<file path="config.mk">
export PLATFORM = sky130hd
export DESIGN_NAME = lcg_bounded_random_flat
export DESIGN_NICKNAME = d
export VERILOG_FILES = /design/src/hdl/lcgbr_pkg.sv /design/src/hdl/lcgbr_if.sv /design/src/hdl/lcgbr_ctrl.sv /design/src/hdl/lcgbr_dp.sv /design/src/hdl/lcg_bounded_random.sv /design/src/flat_wrapper.sv
export SDC_FILE = /design/constraint.sdc
export NUM_CORES = 1
export LEC_CHECK = 0
export ABC_AREA = 0
export BUFFER_PORTS_ARGS = -buffer_cell sky130_fd_sc_hd__buf_2
export CORE_MARGIN = 1
export CORE_UTILIZATION = 41
export CTS_CLUSTER_DIAMETER = 120
export DETAILED_ROUTE_END_ITERATION = 8
export PLACE_DENSITY = 0.54
export SLEW_MARGIN = 40
export SYNTH_ARGS = -nofsm -noshare
export SYNTH_HDL_FRONTEND = slang
export SYNTH_SLANG_ARGS = --single-unit
</file>
<file path="constraint.sdc">
create_clock -name clk_i -period 10.5 [get_ports clk_i]
set_input_delay 3.15 -clock clk_i [delete_from_list [all_inputs] [get_ports clk_i]]
set_output_delay 3.15 -clock clk_i [all_outputs]
set_load 0.05 [all_outputs]
</file>
<file path="src/hdl/lcgbr_pkg.sv">
// ----------------------------------------------------------------------------
// lcgbr_pkg
// Shared types, constants and helpers for the bounded LCG random source.
// ----------------------------------------------------------------------------
package lcgbr_pkg;

  localparam int unsigned DataW = 32;
  localparam int unsigned CntW  = $clog2(DataW);

  localparam logic [DataW-1:0] LcgMul = 32'd69069;
  localparam logic [DataW-1:0] LcgInc = 32'd25173;

  // command codes
  localparam logic CmdBit   = 1'b0;
  localparam logic CmdBound = 1'b1;

  typedef enum logic [2:0] {
    ST_IDLE,
    ST_DRAW,
    ST_DIV,
    ST_CHECK,
    ST_FINISH
  } lcgbr_state_e;

  // controller to datapath commands
  typedef struct packed {
    logic load;      // latch cmd and bound of the accepted request
    logic draw;      // advance the generator and start the remainder
    logic div_step;  // one restoring division step
    logic finish;    // write the result register
  } lcgbr_ctl_t;

  // datapath to controller status
  typedef struct packed {
    logic cmd_bound;  // request asks for a bounded value
    logic div_last;   // current division step is the last one
    logic reject;     // drawn value falls in the biased tail
    logic out_free;   // result register can take a new value
  } lcgbr_stat_t;

  // swap the two 16-bit halves of the state
  function automatic logic [DataW-1:0] swap_halves(input logic [DataW-1:0] s);
    swap_halves = {s[DataW/2-1:0], s[DataW-1:DataW/2]};
  endfunction

endpackage

</file>
<file path="src/hdl/lcgbr_if.sv">
// ----------------------------------------------------------------------------
// lcgbr_req_if / lcgbr_rsp_if
// Valid/ready channels for requests and results of the random source.
// ----------------------------------------------------------------------------
interface lcgbr_req_if;
  logic        valid;
  logic        ready;
  logic        cmd;
  logic [31:0] bound;

  modport source (output valid, output cmd, output bound, input ready);
  modport sink   (input valid, input cmd, input bound, output ready);
endinterface

interface lcgbr_rsp_if;
  logic        valid;
  logic        ready;
  logic [31:0] value;

  modport source (output valid, output value, input ready);
  modport sink   (input valid, input value, output ready);
endinterface

</file>
<file path="src/hdl/lcgbr_ctrl.sv">
// ----------------------------------------------------------------------------
// lcgbr_ctrl
// Sequencer: accept, draw, iterate the remainder and check bias (bounded only), deliver.
// ----------------------------------------------------------------------------
module lcgbr_ctrl (
  input  logic                  clk_i,
  input  logic                  rst_ni,
  input  logic                  req_valid_i,
  output logic                  req_ready_o,
  input  lcgbr_pkg::lcgbr_stat_t stat_i,
  output lcgbr_pkg::lcgbr_ctl_t  ctl_o
);
  import lcgbr_pkg::*;

  lcgbr_state_e state_q, state_d;

  // state register
  always_ff @(posedge clk_i or negedge rst_ni) begin
    if (!rst_ni) begin
      state_q <= ST_IDLE;
    end else begin
      state_q <= state_d;
    end
  end

  // next state and commands
  always_comb begin
    state_d     = state_q;
    ctl_o       = '0;
    req_ready_o = 1'b0;
    unique case (state_q)
      ST_IDLE: begin
        req_ready_o = 1'b1;
        if (req_valid_i) begin
          ctl_o.load = 1'b1;
          state_d    = ST_DRAW;
        end
      end
      ST_DRAW: begin
        ctl_o.draw = 1'b1;
        state_d    = stat_i.cmd_bound ? ST_DIV : ST_FINISH;
      end
      ST_DIV: begin
        ctl_o.div_step = 1'b1;
        if (stat_i.div_last) begin
          state_d = ST_CHECK;
        end
      end
      ST_CHECK: begin
        state_d = stat_i.reject ? ST_DRAW : ST_FINISH;
      end
      ST_FINISH: begin
        if (stat_i.out_free) begin
          ctl_o.finish = 1'b1;
          state_d      = ST_IDLE;
        end
      end
      default: begin
        state_d = ST_IDLE;
      end
    endcase
  end

endmodule

</file>
<file path="src/hdl/lcgbr_dp.sv">
// ----------------------------------------------------------------------------
// lcgbr_dp
// Generator state, restoring remainder unit, bias check and result register.
// ----------------------------------------------------------------------------
module lcgbr_dp (
  input  logic                        clk_i,
  input  logic                        rst_ni,
  input  logic                        cfg_we_i,
  input  logic [lcgbr_pkg::DataW-1:0] cfg_wdata_i,
  input  logic                        req_cmd_i,
  input  logic [lcgbr_pkg::DataW-1:0] req_bound_i,
  output logic                        rsp_valid_o,
  input  logic                        rsp_ready_i,
  output logic [lcgbr_pkg::DataW-1:0] rsp_value_o,
  input  lcgbr_pkg::lcgbr_ctl_t       ctl_i,
  output lcgbr_pkg::lcgbr_stat_t      stat_o
);
  import lcgbr_pkg::*;

  logic             lcg_q;
  logic [DataW-1:0] lcg_state_q, lcg_state_d;
  logic             cmd_q;
  logic [DataW-1:0] k_q;
  logic [DataW-1:0] raw_q, raw_d;
  logic [DataW-1:0] dvd_q;
  logic [DataW-1:0] rem_q;
  logic [CntW-1:0]  cnt_q;
  logic [DataW:0]   trial;
  logic [DataW-1:0] rem_next;
  logic             out_valid_q;
  logic [DataW-1:0] out_value_q;

  // generator step: multiply then add, registered
  assign lcg_state_d = lcg_state_q * LcgMul + LcgInc;
  assign raw_d       = swap_halves(lcg_state_d);
  assign lcg_q       = 1'b0;

  // generator state: seed at reset and on a seed write
  always_ff @(posedge clk_i or negedge rst_ni) begin
    if (!rst_ni) begin
      lcg_state_q <= '0;
    end else if (cfg_we_i) begin
      lcg_state_q <= cfg_wdata_i;
    end else if (ctl_i.draw) begin
      lcg_state_q <= lcg_state_d;
    end
  end

  // one restoring step: shift in the next dividend bit, subtract if it fits
  assign trial    = {rem_q, dvd_q[DataW-1]};
  assign rem_next = (trial >= {1'b0, k_q}) ? DataW'(trial - {1'b0, k_q})
                                           : trial[DataW-1:0];

  // request payload, raw value and remainder unit
  always_ff @(posedge clk_i) begin
    if (ctl_i.load) begin
      cmd_q <= req_cmd_i;
      k_q   <= (req_bound_i == '0) ? DataW'(1) : req_bound_i;
    end
    if (ctl_i.draw) begin
      raw_q <= raw_d;
      dvd_q <= raw_d;
      rem_q <= '0;
    end else if (ctl_i.div_step) begin
      dvd_q <= {dvd_q[DataW-2:0], lcg_q};
      rem_q <= rem_next;
    end
  end

  // step counter
  always_ff @(posedge clk_i or negedge rst_ni) begin
    if (!rst_ni) begin
      cnt_q <= '0;
    end else if (ctl_i.draw) begin
      cnt_q <= CntW'(DataW - 1);
    end else if (ctl_i.div_step) begin
      cnt_q <= cnt_q - CntW'(1);
    end
  end

  // result register, holds while the receiver stalls
  always_ff @(posedge clk_i or negedge rst_ni) begin
    if (!rst_ni) begin
      out_valid_q <= 1'b0;
    end else if (ctl_i.finish) begin
      out_valid_q <= 1'b1;
    end else if (rsp_ready_i) begin
      out_valid_q <= 1'b0;
    end
  end

  always_ff @(posedge clk_i) begin
    if (ctl_i.finish) begin
      out_value_q <= (cmd_q == CmdBound) ? rem_q : {{(DataW-1){1'b0}}, raw_q[0]};
    end
  end

  assign rsp_valid_o = out_valid_q;
  assign rsp_value_o = out_value_q;

  // status back to the sequencer
  assign stat_o.cmd_bound = (cmd_q == CmdBound);
  assign stat_o.div_last  = (cnt_q == '0);
  assign stat_o.reject    = (raw_q - rem_q) > (DataW'(0) - k_q);
  assign stat_o.out_free  = !out_valid_q || rsp_ready_i;

endmodule

</file>
<file path="src/hdl/lcg_bounded_random.sv">
// ----------------------------------------------------------------------------
// lcg_bounded_random
// Linear congruential random source with random-bit and bounded requests.
// ----------------------------------------------------------------------------
// usage:
//   req carries cmd (0: random bit, 1: value below bound) and bound; a
//   transfer happens when valid and ready are both high. rsp carries value,
//   one result per request, in request order.
//   cfg_we_i / cfg_wdata_i write the seed and reload the generator state at
//   once; write only while no request is in flight.
// sequencing:
//   one request at a time. A bit request goes from its draw to its finish
//   step. A bounded request runs the 32-step restoring remainder unit after
//   each draw, and draws again when the value falls in the biased tail.
// reset:
//   generator state is 0, no result pending, request side ready.
// stall:
//   the result register holds its value until taken; the next request is
//   accepted meanwhile and waits at its finish step for the register.
// ----------------------------------------------------------------------------
module lcg_bounded_random (
  input  logic                        clk_i,
  input  logic                        rst_ni,
  input  logic                        cfg_we_i,
  input  logic [lcgbr_pkg::DataW-1:0] cfg_wdata_i,
  lcgbr_req_if.sink                   req_if,
  lcgbr_rsp_if.source                 rsp_if
);
  import lcgbr_pkg::*;

  lcgbr_ctl_t  ctl;
  lcgbr_stat_t stat;

  // sequencer
  lcgbr_ctrl u_ctrl (
    .clk_i       (clk_i),
    .rst_ni      (rst_ni),
    .req_valid_i (req_if.valid),
    .req_ready_o (req_if.ready),
    .stat_i      (stat),
    .ctl_o       (ctl)
  );

  // datapath
  lcgbr_dp u_dp (
    .clk_i       (clk_i),
    .rst_ni      (rst_ni),
    .cfg_we_i    (cfg_we_i),
    .cfg_wdata_i (cfg_wdata_i),
    .req_cmd_i   (req_if.cmd),
    .req_bound_i (req_if.bound),
    .rsp_valid_o (rsp_if.valid),
    .rsp_ready_i (rsp_if.ready),
    .rsp_value_o (rsp_if.value),
    .ctl_i       (ctl),
    .stat_o      (stat)
  );

  // an accepted request starts with a draw
  a_accept_draw : assert property (@(posedge clk_i) disable iff (!rst_ni)
    (req_if.valid && req_if.ready) |=> ctl.draw)
    else $error("accepted request not followed by a draw");

  // a finished item shows up on the result channel
  a_finish_valid : assert property (@(posedge clk_i) disable iff (!rst_ni)
    ctl.finish |=> rsp_if.valid)
    else $error("finished result not presented");

  // a random bit result has no upper bits set
  a_bit_narrow : assert property (@(posedge clk_i) disable iff (!rst_ni)
    (ctl.finish && !stat.cmd_bound) |=> (rsp_if.value[DataW-1:1] == '0))
    else $error("random bit result wider than one bit");

  // no two datapath commands (load, draw, division step, finish) coincide
  a_cmd_excl : assert property (@(posedge clk_i) disable iff (!rst_ni)
    $onehot0({ctl.load, ctl.draw, ctl.div_step, ctl.finish}))
    else $error("datapath commands overlap");

endmodule
</file>
<file path="src/flat_wrapper.sv">
// flat-port wrapper written by rule: the top's interface ports become plain ports
module lcg_bounded_random_flat import lcgbr_pkg::*;
  (clk_i, rst_ni, cfg_we_i, cfg_wdata_i, req_if_valid, req_if_cmd, req_if_bound, req_if_ready, rsp_if_valid, rsp_if_value, rsp_if_ready);
  lcgbr_req_if req_if_i ();
  lcgbr_rsp_if rsp_if_i ();
  input  logic clk_i;
  input  logic rst_ni;
  input  logic cfg_we_i;
  input  logic [lcgbr_pkg::DataW-1:0] cfg_wdata_i;
  input wire logic [$bits(req_if_i.valid)-1:0] req_if_valid;
  input wire logic [$bits(req_if_i.cmd)-1:0] req_if_cmd;
  input wire logic [$bits(req_if_i.bound)-1:0] req_if_bound;
  output wire logic [$bits(req_if_i.ready)-1:0] req_if_ready;
  output wire logic [$bits(rsp_if_i.valid)-1:0] rsp_if_valid;
  output wire logic [$bits(rsp_if_i.value)-1:0] rsp_if_value;
  input wire logic [$bits(rsp_if_i.ready)-1:0] rsp_if_ready;
  assign req_if_i.valid = req_if_valid;
  assign req_if_i.cmd = req_if_cmd;
  assign req_if_i.bound = req_if_bound;
  assign req_if_ready = req_if_i.ready;
  assign rsp_if_valid = rsp_if_i.valid;
  assign rsp_if_value = rsp_if_i.value;
  assign rsp_if_i.ready = rsp_if_ready;
  lcg_bounded_random u_core (.clk_i(clk_i), .rst_ni(rst_ni), .cfg_we_i(cfg_we_i), .cfg_wdata_i(cfg_wdata_i), .req_if(req_if_i), .rsp_if(rsp_if_i));
endmodule
</file>
# Yosys cells after proc, flatten, opt, wreduce, memory -nomap -nowiden
# Index checks and enable logic that the tools add are counted.
[totals]
ff_bits = 202
latchBits = 0
mem_bits_rw = 0
romBits = 0
inputBits = 70
output_inout_bits = 34
elab_cells = 58
memories = 0
[op_classes]
addsub = 5
multipliers = 1
div = 0
n_lt_le_gt_ge = 2
n_eq_ne = 7
shifts = 0
mux = 23
n_bitwise = 0
reduce_logical = 9
[ops]
columns = ["cell", "count"]
rows = [
  ["two-way mux 32 bit", 5],
  ["subtractor 32 bit", 2],
  ["greater-or-equal comparator 33 x 32 -> 1 bit", 1],
  ["adder 32 x 15 -> 32 bit, second input constant", 1],
  ["greater-than comparator 32 bit", 1],
  ["zero test 32 bit", 1],
  ["multiplier 32 x 17 -> 32 bit, second input constant", 1],
  ["subtractor 1 x 32 -> 32 bit, first input constant", 1],
  ["two-way mux 3 bit", 5],
  ["case mux 3 bit (5 select lines)", 1],
  ["two-way mux 1 bit", 10],
  ["two-way mux 5 bit", 2],
  ["== test 3 x 2 -> 1 bit, second input constant", 2],
  ["nonzero test 2 bit", 3],
  ["zero test 5 bit", 1],
  ["subtractor 5 x 1 -> 5 bit, second input constant", 1],
  ["inequality test 2 x 1 -> 1 bit, second input constant", 2],
  ["== test 3 x 1 -> 1 bit, second input constant", 1],
  ["== test 3 bit, second input constant", 1],
  ["zero test 3 bit", 1],
  ["AND reduction 3 bit", 1],
  ["inequality test 2 bit, second input constant", 1],
  ["zero test 1 bit", 1],
  ["logical OR 1 bit", 1],
]

# Depth between registers and ports, before layout
[depth]
word_depth = 5
ltp_mapped = 22
mapped_depth_nobuf = 21

# Modules after synthesis
# From an unflattened synthesis, not the netlist that was laid out.
[unflattened]
cells_unflattened = 2029
hier_area_um2 = 19876.6
[modules_own_cells]
columns = ["mod", "instances", "cells_per_inst", "area_each_um2", "seq_area_each_um2"]
rows = [
  ["lcgbr_dp", 1, 2008, 19657.6, 5465.2],
  ["lcgbr_ctrl", 1, 21, 219.0, 75.1],
]

# Least setup slack after synthesis
# No wires, ideal clock.
[synth_timing]
path_kind = "register -> register"
start = "register u_core.u_dp.lcg_state_q[6]"
end = "register u_core.u_dp.dvd_q[14] (data pin)"
setup_ns = 0.260
arrival_time_ns = 5.520
required_time_ns = 10.240
path_slack_ns = 4.720
path_stages_with_launch = 20
n_path_buf = 0
synth_period_minus_slack_ns = 5.780
path_cell_list = "dfrtp_1 -> inv_1 -> fa_1 -> fa_1 -> fa_1 -> inv_1 -> fa_1 -> fa_1 -> inv_1 -> fa_1 -> inv_1 -> ha_1 -> a21o_1 -> a21oi_1 -> o31ai_1 -> a22oi_1 -> a211oi_2 -> o41ai_2 -> mux2i_1 -> nand2_1"
[synth_via]
elab_chain_cells = 3
[synth_lines]
columns = ["item", "line_no", "rtl"]
rows = [
  ["from (decl)", "lcgbr_dp.sv:21", "logic [DataW-1:0] lcg_state_q, lcg_state_d;"],
  ["from (signal assigned)", "lcgbr_dp.sv:43", "lcg_state_q <= cfg_wdata_i;"],
  ["from (signal assigned)", "lcgbr_dp.sv:45", "lcg_state_q <= lcg_state_d;"],
  ["multiplier 32 x 17 -> 32 bit", "lcgbr_dp.sv:34", "assign lcg_state_d = lcg_state_q * LcgMul + LcgInc;"],
  ["adder 32 x 15 -> 32 bit", "lcgbr_dp.sv:34", ""],
  ["two-way mux 32 bit", "lcgbr_dp.sv:60", "if (ctl_i.draw) begin"],
  ["to (signal assigned)", "lcgbr_dp.sv:62", "dvd_q <= raw_d;"],
  ["to (signal assigned)", "lcgbr_dp.sv:65", "dvd_q <= {dvd_q[DataW-2:0], lcg_q};"],
  ["to (decl)", "lcgbr_dp.sv:25", "logic [DataW-1:0] dvd_q;"],
]
# No other way between the ends.
# A chain may end at the register's enable or synchronous reset.

# Worst setup path after layout
# Ends and elaborated chain as after synthesis.

==> impl_metrics.env <==
export IMPL_status="complete, no violations"
export IMPL_max_cap_violations=0
export IMPL_ios=104
export IMPL_core_sq_mm=0.0479
export IMPL_whs_endpoint="u_core.u_dp.rem_q[31]$_SDFFE_PP0P_"
export IMPL_fillerInstances=4621
export IMPL_cts_resized=0
export IMPL_maxSlewHeadroom=0.422
export IMPL_numPortBuffers=103
export IMPL_grt_pass1_vias=15650
export IMPL_timing_rr_start="u_core.u_dp.lcg_state_q[6]$_DFFE_PN0P_"
export IMPL_htree_levels=1
export IMPL_synth_top_cells_by_count="360 x inv_1, 263 x ha_1, 151 x fa_1"
export IMPL_critPathMaxFanout=10
export IMPL_post_cts_repair_setup_buffers=0
export IMPL_postCtsHoldBufs=0
export IMPL_clock_skew_ps=22.2
export IMPL_grt_usage=0.233
export IMPL_drc=0
export IMPL_synth_ff_type="edfxtp_1"
export IMPL_clock_root_buffer="clkbuf_16"
export IMPL_criticalPathCategory="register to register"
export IMPL_cts_tree="yes"
export IMPL_clock_sinks=202
export IMPL_hold_violations=0
export IMPL_cp_common_cell="fa_1"
export IMPL_slowest_delay_ps=620
export IMPL_yosysUniqueCellTypes=98
export IMPL_instances_no_fill=2789
export IMPL_ff2ff_setup_slack_ps=4130
export IMPL_die_w_um=223
export IMPL_preCtsSetupSlack_ps=4160
export IMPL_min_period_ps=6370
export IMPL_initial_utilization=0.417
export IMPL_clk_latency_ps=560
export IMPL_first_pass_iters=5
export IMPL_num_vias=15126
export IMPL_yosysWarnings=0
export IMPL_grt_max_degree=70
export IMPL_fin_setup_tns_ps=0
export IMPL_tightest_slew_ps=858
export IMPL_ys_seq_area_frac=0.277
export IMPL_synth_most_common_cell="inv_1"
export IMPL_fin_crit_sh=0.606
export IMPL_path_cells="inv_1, fa_1, fa_1, fa_1, inv_1, fa_1, fa_1, inv_1, fa_1, inv_1, ha_1, a21o_1, a21oi_1, o31ai_1, a22oi_1, a211oi_2, o41ai_2, mux2i_1, nand2_1"
export IMPL_post_place_cells=2742
export IMPL_yosysTopAreaCell="edfxtp_1"
export IMPL_rsz0062_at_grt="no"
export IMPL_dieHeight_um=223
export IMPL_slew_violations=0
export IMPL_clkTransAtPathRegs_ps=60
export IMPL_antenna_found_initial=0
export IMPL_gr_total_overflow=0
export IMPL_synth_nets=2579
export IMPL_synth_edff_count=129
export IMPL_rows=80
export IMPL_antenna_left=0
export IMPL_cp_arrival_ps=6660
export IMPL_grt_pass1_wl_mm=89.4
export IMPL_dp_hpwl_mm=45.9
export IMPL_rr_worst_depth=19
export IMPL_syn_cell_area_sq_mm=0.0200
export IMPL_wl_per_cell_um=20.4
export IMPL_routed_wl_mm=57.0
export IMPL_min_path_cells=2
export IMPL_synth_seq_cells=202
export IMPL_diodes=0
export IMPL_areaGrowthSynthToFinish_pct=9.66
export IMPL_synth_area_leaders="edfxtp_1 19%, ha_1 16%, fa_1 15%"
export IMPL_hp_start="u_core.u_dp.rem_q[31]$_SDFFE_PP0P_"
export IMPL_cp_data_required_time_ps=10790
export IMPL_fmax_mhz=157
export IMPL_synthCells=2095
export IMPL_critPathSlowestCell="dfrtp_1"
export IMPL_die_area_sq_mm=0.0496
export IMPL_cts_buffer_depth=3
export IMPL_numCtsBuffers=26
export IMPL_drive_gt1_frac=0.0929
export IMPL_finalWeightedCongestion=0.931
export IMPL_end_kind="register"
export IMPL_setup_ws_ps=4130
export IMPL_hp_class="register to register"
export IMPL_synthArstFlopShare=0.203
export IMPL_drtIter0Drc=1136
export IMPL_r2r_end="u_core.u_dp.dvd_q[14]$_DFFE_PP_"
export IMPL_finalSetupViolCount=0
export IMPL_yosysTopAreaCellShare=0.194
export IMPL_worst_setup_path_start_kind="register"
export IMPL_avgSynthCellArea_sq_um=9.54
export IMPL_final_nets=2639
export IMPL_viasPerCell=5.42
## per-layer routing
metal / GRT usage / wire length [um] / vias to the layer above
met5: 0 / 0 / -
met4: 0.0432 / 1060 / 0
met3: 0.0190 / 2150 / 64
met1: 0.314 / 25900 / 7409
met2: 0.412 / 27900 / 386
li1: - / - / 7267
## state kept, by name (all words and copies together), names as in the netlist
| signal | cells |
|---|---|
| u_core.u_dp.rsp_value_o | 32 |
| u_core.u_dp.dvd_q | 32 |
| u_core.u_dp.rsp_valid_o | 1 |
| u_core.u_dp.k_q | 32 |
| u_core.u_dp.rem_q | 32 |
| u_core.u_ctrl.state_q | 3 |
| u_core.u_dp.raw_q | 32 |
| u_core.u_dp.cnt_q | 5 |
| u_core.u_dp.cmd_q | 1 |
| u_core.u_dp.lcg_state_q | 32 |
## logic make-up after synthesis
| family | after synthesis | synth area share |
|---|---|---|
| flip-flops | 202 | 0.277 |
| multiplexers | 39 | 0.0199 |
| AO/OA/AOI/OAI | 406 | 0.136 |
| AND/OR/NAND/NOR | 469 | 0.113 |
| XOR/XNOR | 122 | 0.0535 |
| buffers and inverters | 443 | 0.0854 |
| adder cells (fa/ha/maj) | 414 | 0.316 |
## worst max-delay path: cells and delay by family, from the launching register on
kind,cells,cell delay [ps]
AND/OR/NAND/NOR,1,70
flip-flops,1,620
AO/OA/AOI/OAI,6,1510
buffers and inverters,4,290
multiplexers,1,290
adder cells (fa/ha/maj),7,3330
## how the worst max path moves through the flow
stage	startpoint	end	cells after the start	slack (ps)
global route	u_core.u_dp.lcg_state_q[6]$_DFFE_PN0P_	u_core.u_dp.dvd_q[14]$_DFFE_PP_	19	3780
CTS	u_core.u_dp.lcg_state_q[6]$_DFFE_PN0P_	u_core.u_dp.dvd_q[14]$_DFFE_PP_	19	4140
detailed placement	u_core.u_dp.lcg_state_q[6]$_DFFE_PN0P_	u_core.u_dp.dvd_q[14]$_DFFE_PP_	19	4160
finish	u_core.u_dp.lcg_state_q[6]$_DFFE_PN0P_	u_core.u_dp.dvd_q[14]$_DFFE_PP_	19	4130
global placement	u_core.u_dp.lcg_state_q[10]$_DFFE_PN0P_	u_core.u_dp.dvd_q[12]$_DFFE_PP_	18	4300
floorplan	u_core.u_dp.lcg_state_q[6]$_DFFE_PN0P_	u_core.u_dp.dvd_q[14]$_DFFE_PP_	19	4720
## area by class of cell
cell class	count	area [sq um]	area share
multi-input cells	1450	12800	0.582
flip-flops and latches	202	5540	0.253
inverters	361	1360	0.0619
well taps	615	769	0.0351
clock buffers	28	689	0.0314
repair buffers	114	606	0.0276
clock inverters	19	198	0.00902
## cells in the final DEF, fill, tap and decap left out, types with 8 or more instances in the layout
cell type,instances
o21a_1,13
clkbuf_16,27
buf_4,10
edfxtp_1,129
buf_2,103
o21ai_0,74
xnor2_1,96
nor2b_1,18
a21oi_1,115
ha_1,263
and2_1,11
fa_1,151
dfrtp_1,41
nor4_1,16
a211oi_1,10
nand3_1,31
dfxtp_1,32
mux2i_1,33
inv_1,358
nor3_1,30
a31oi_1,11
nor2_1,132
nand2_1,141
xor2_1,26
nand4_1,25
a21o_1,43
o211ai_1,10
o31ai_1,15
and3_1,8
o22ai_1,23
nand2b_1,13
o21bai_1,12
nand3b_1,8
## stage by stage
step | area (sq um) | hold WS (ps) | util
floorplan | 20000 | 466 | -
global placement | 21000 | 485 | 0.438
detailed placement | 21000 | 502 | 0.439
CTS | 21900 | 511 | 0.457
global route | 21900 | 545 | 0.457
finish | 21900 | 506 | 0.457
Power is left out: the tool's default activity adds up to more than one toggle a clock period on the data nets, which glitch-free logic cannot reach.
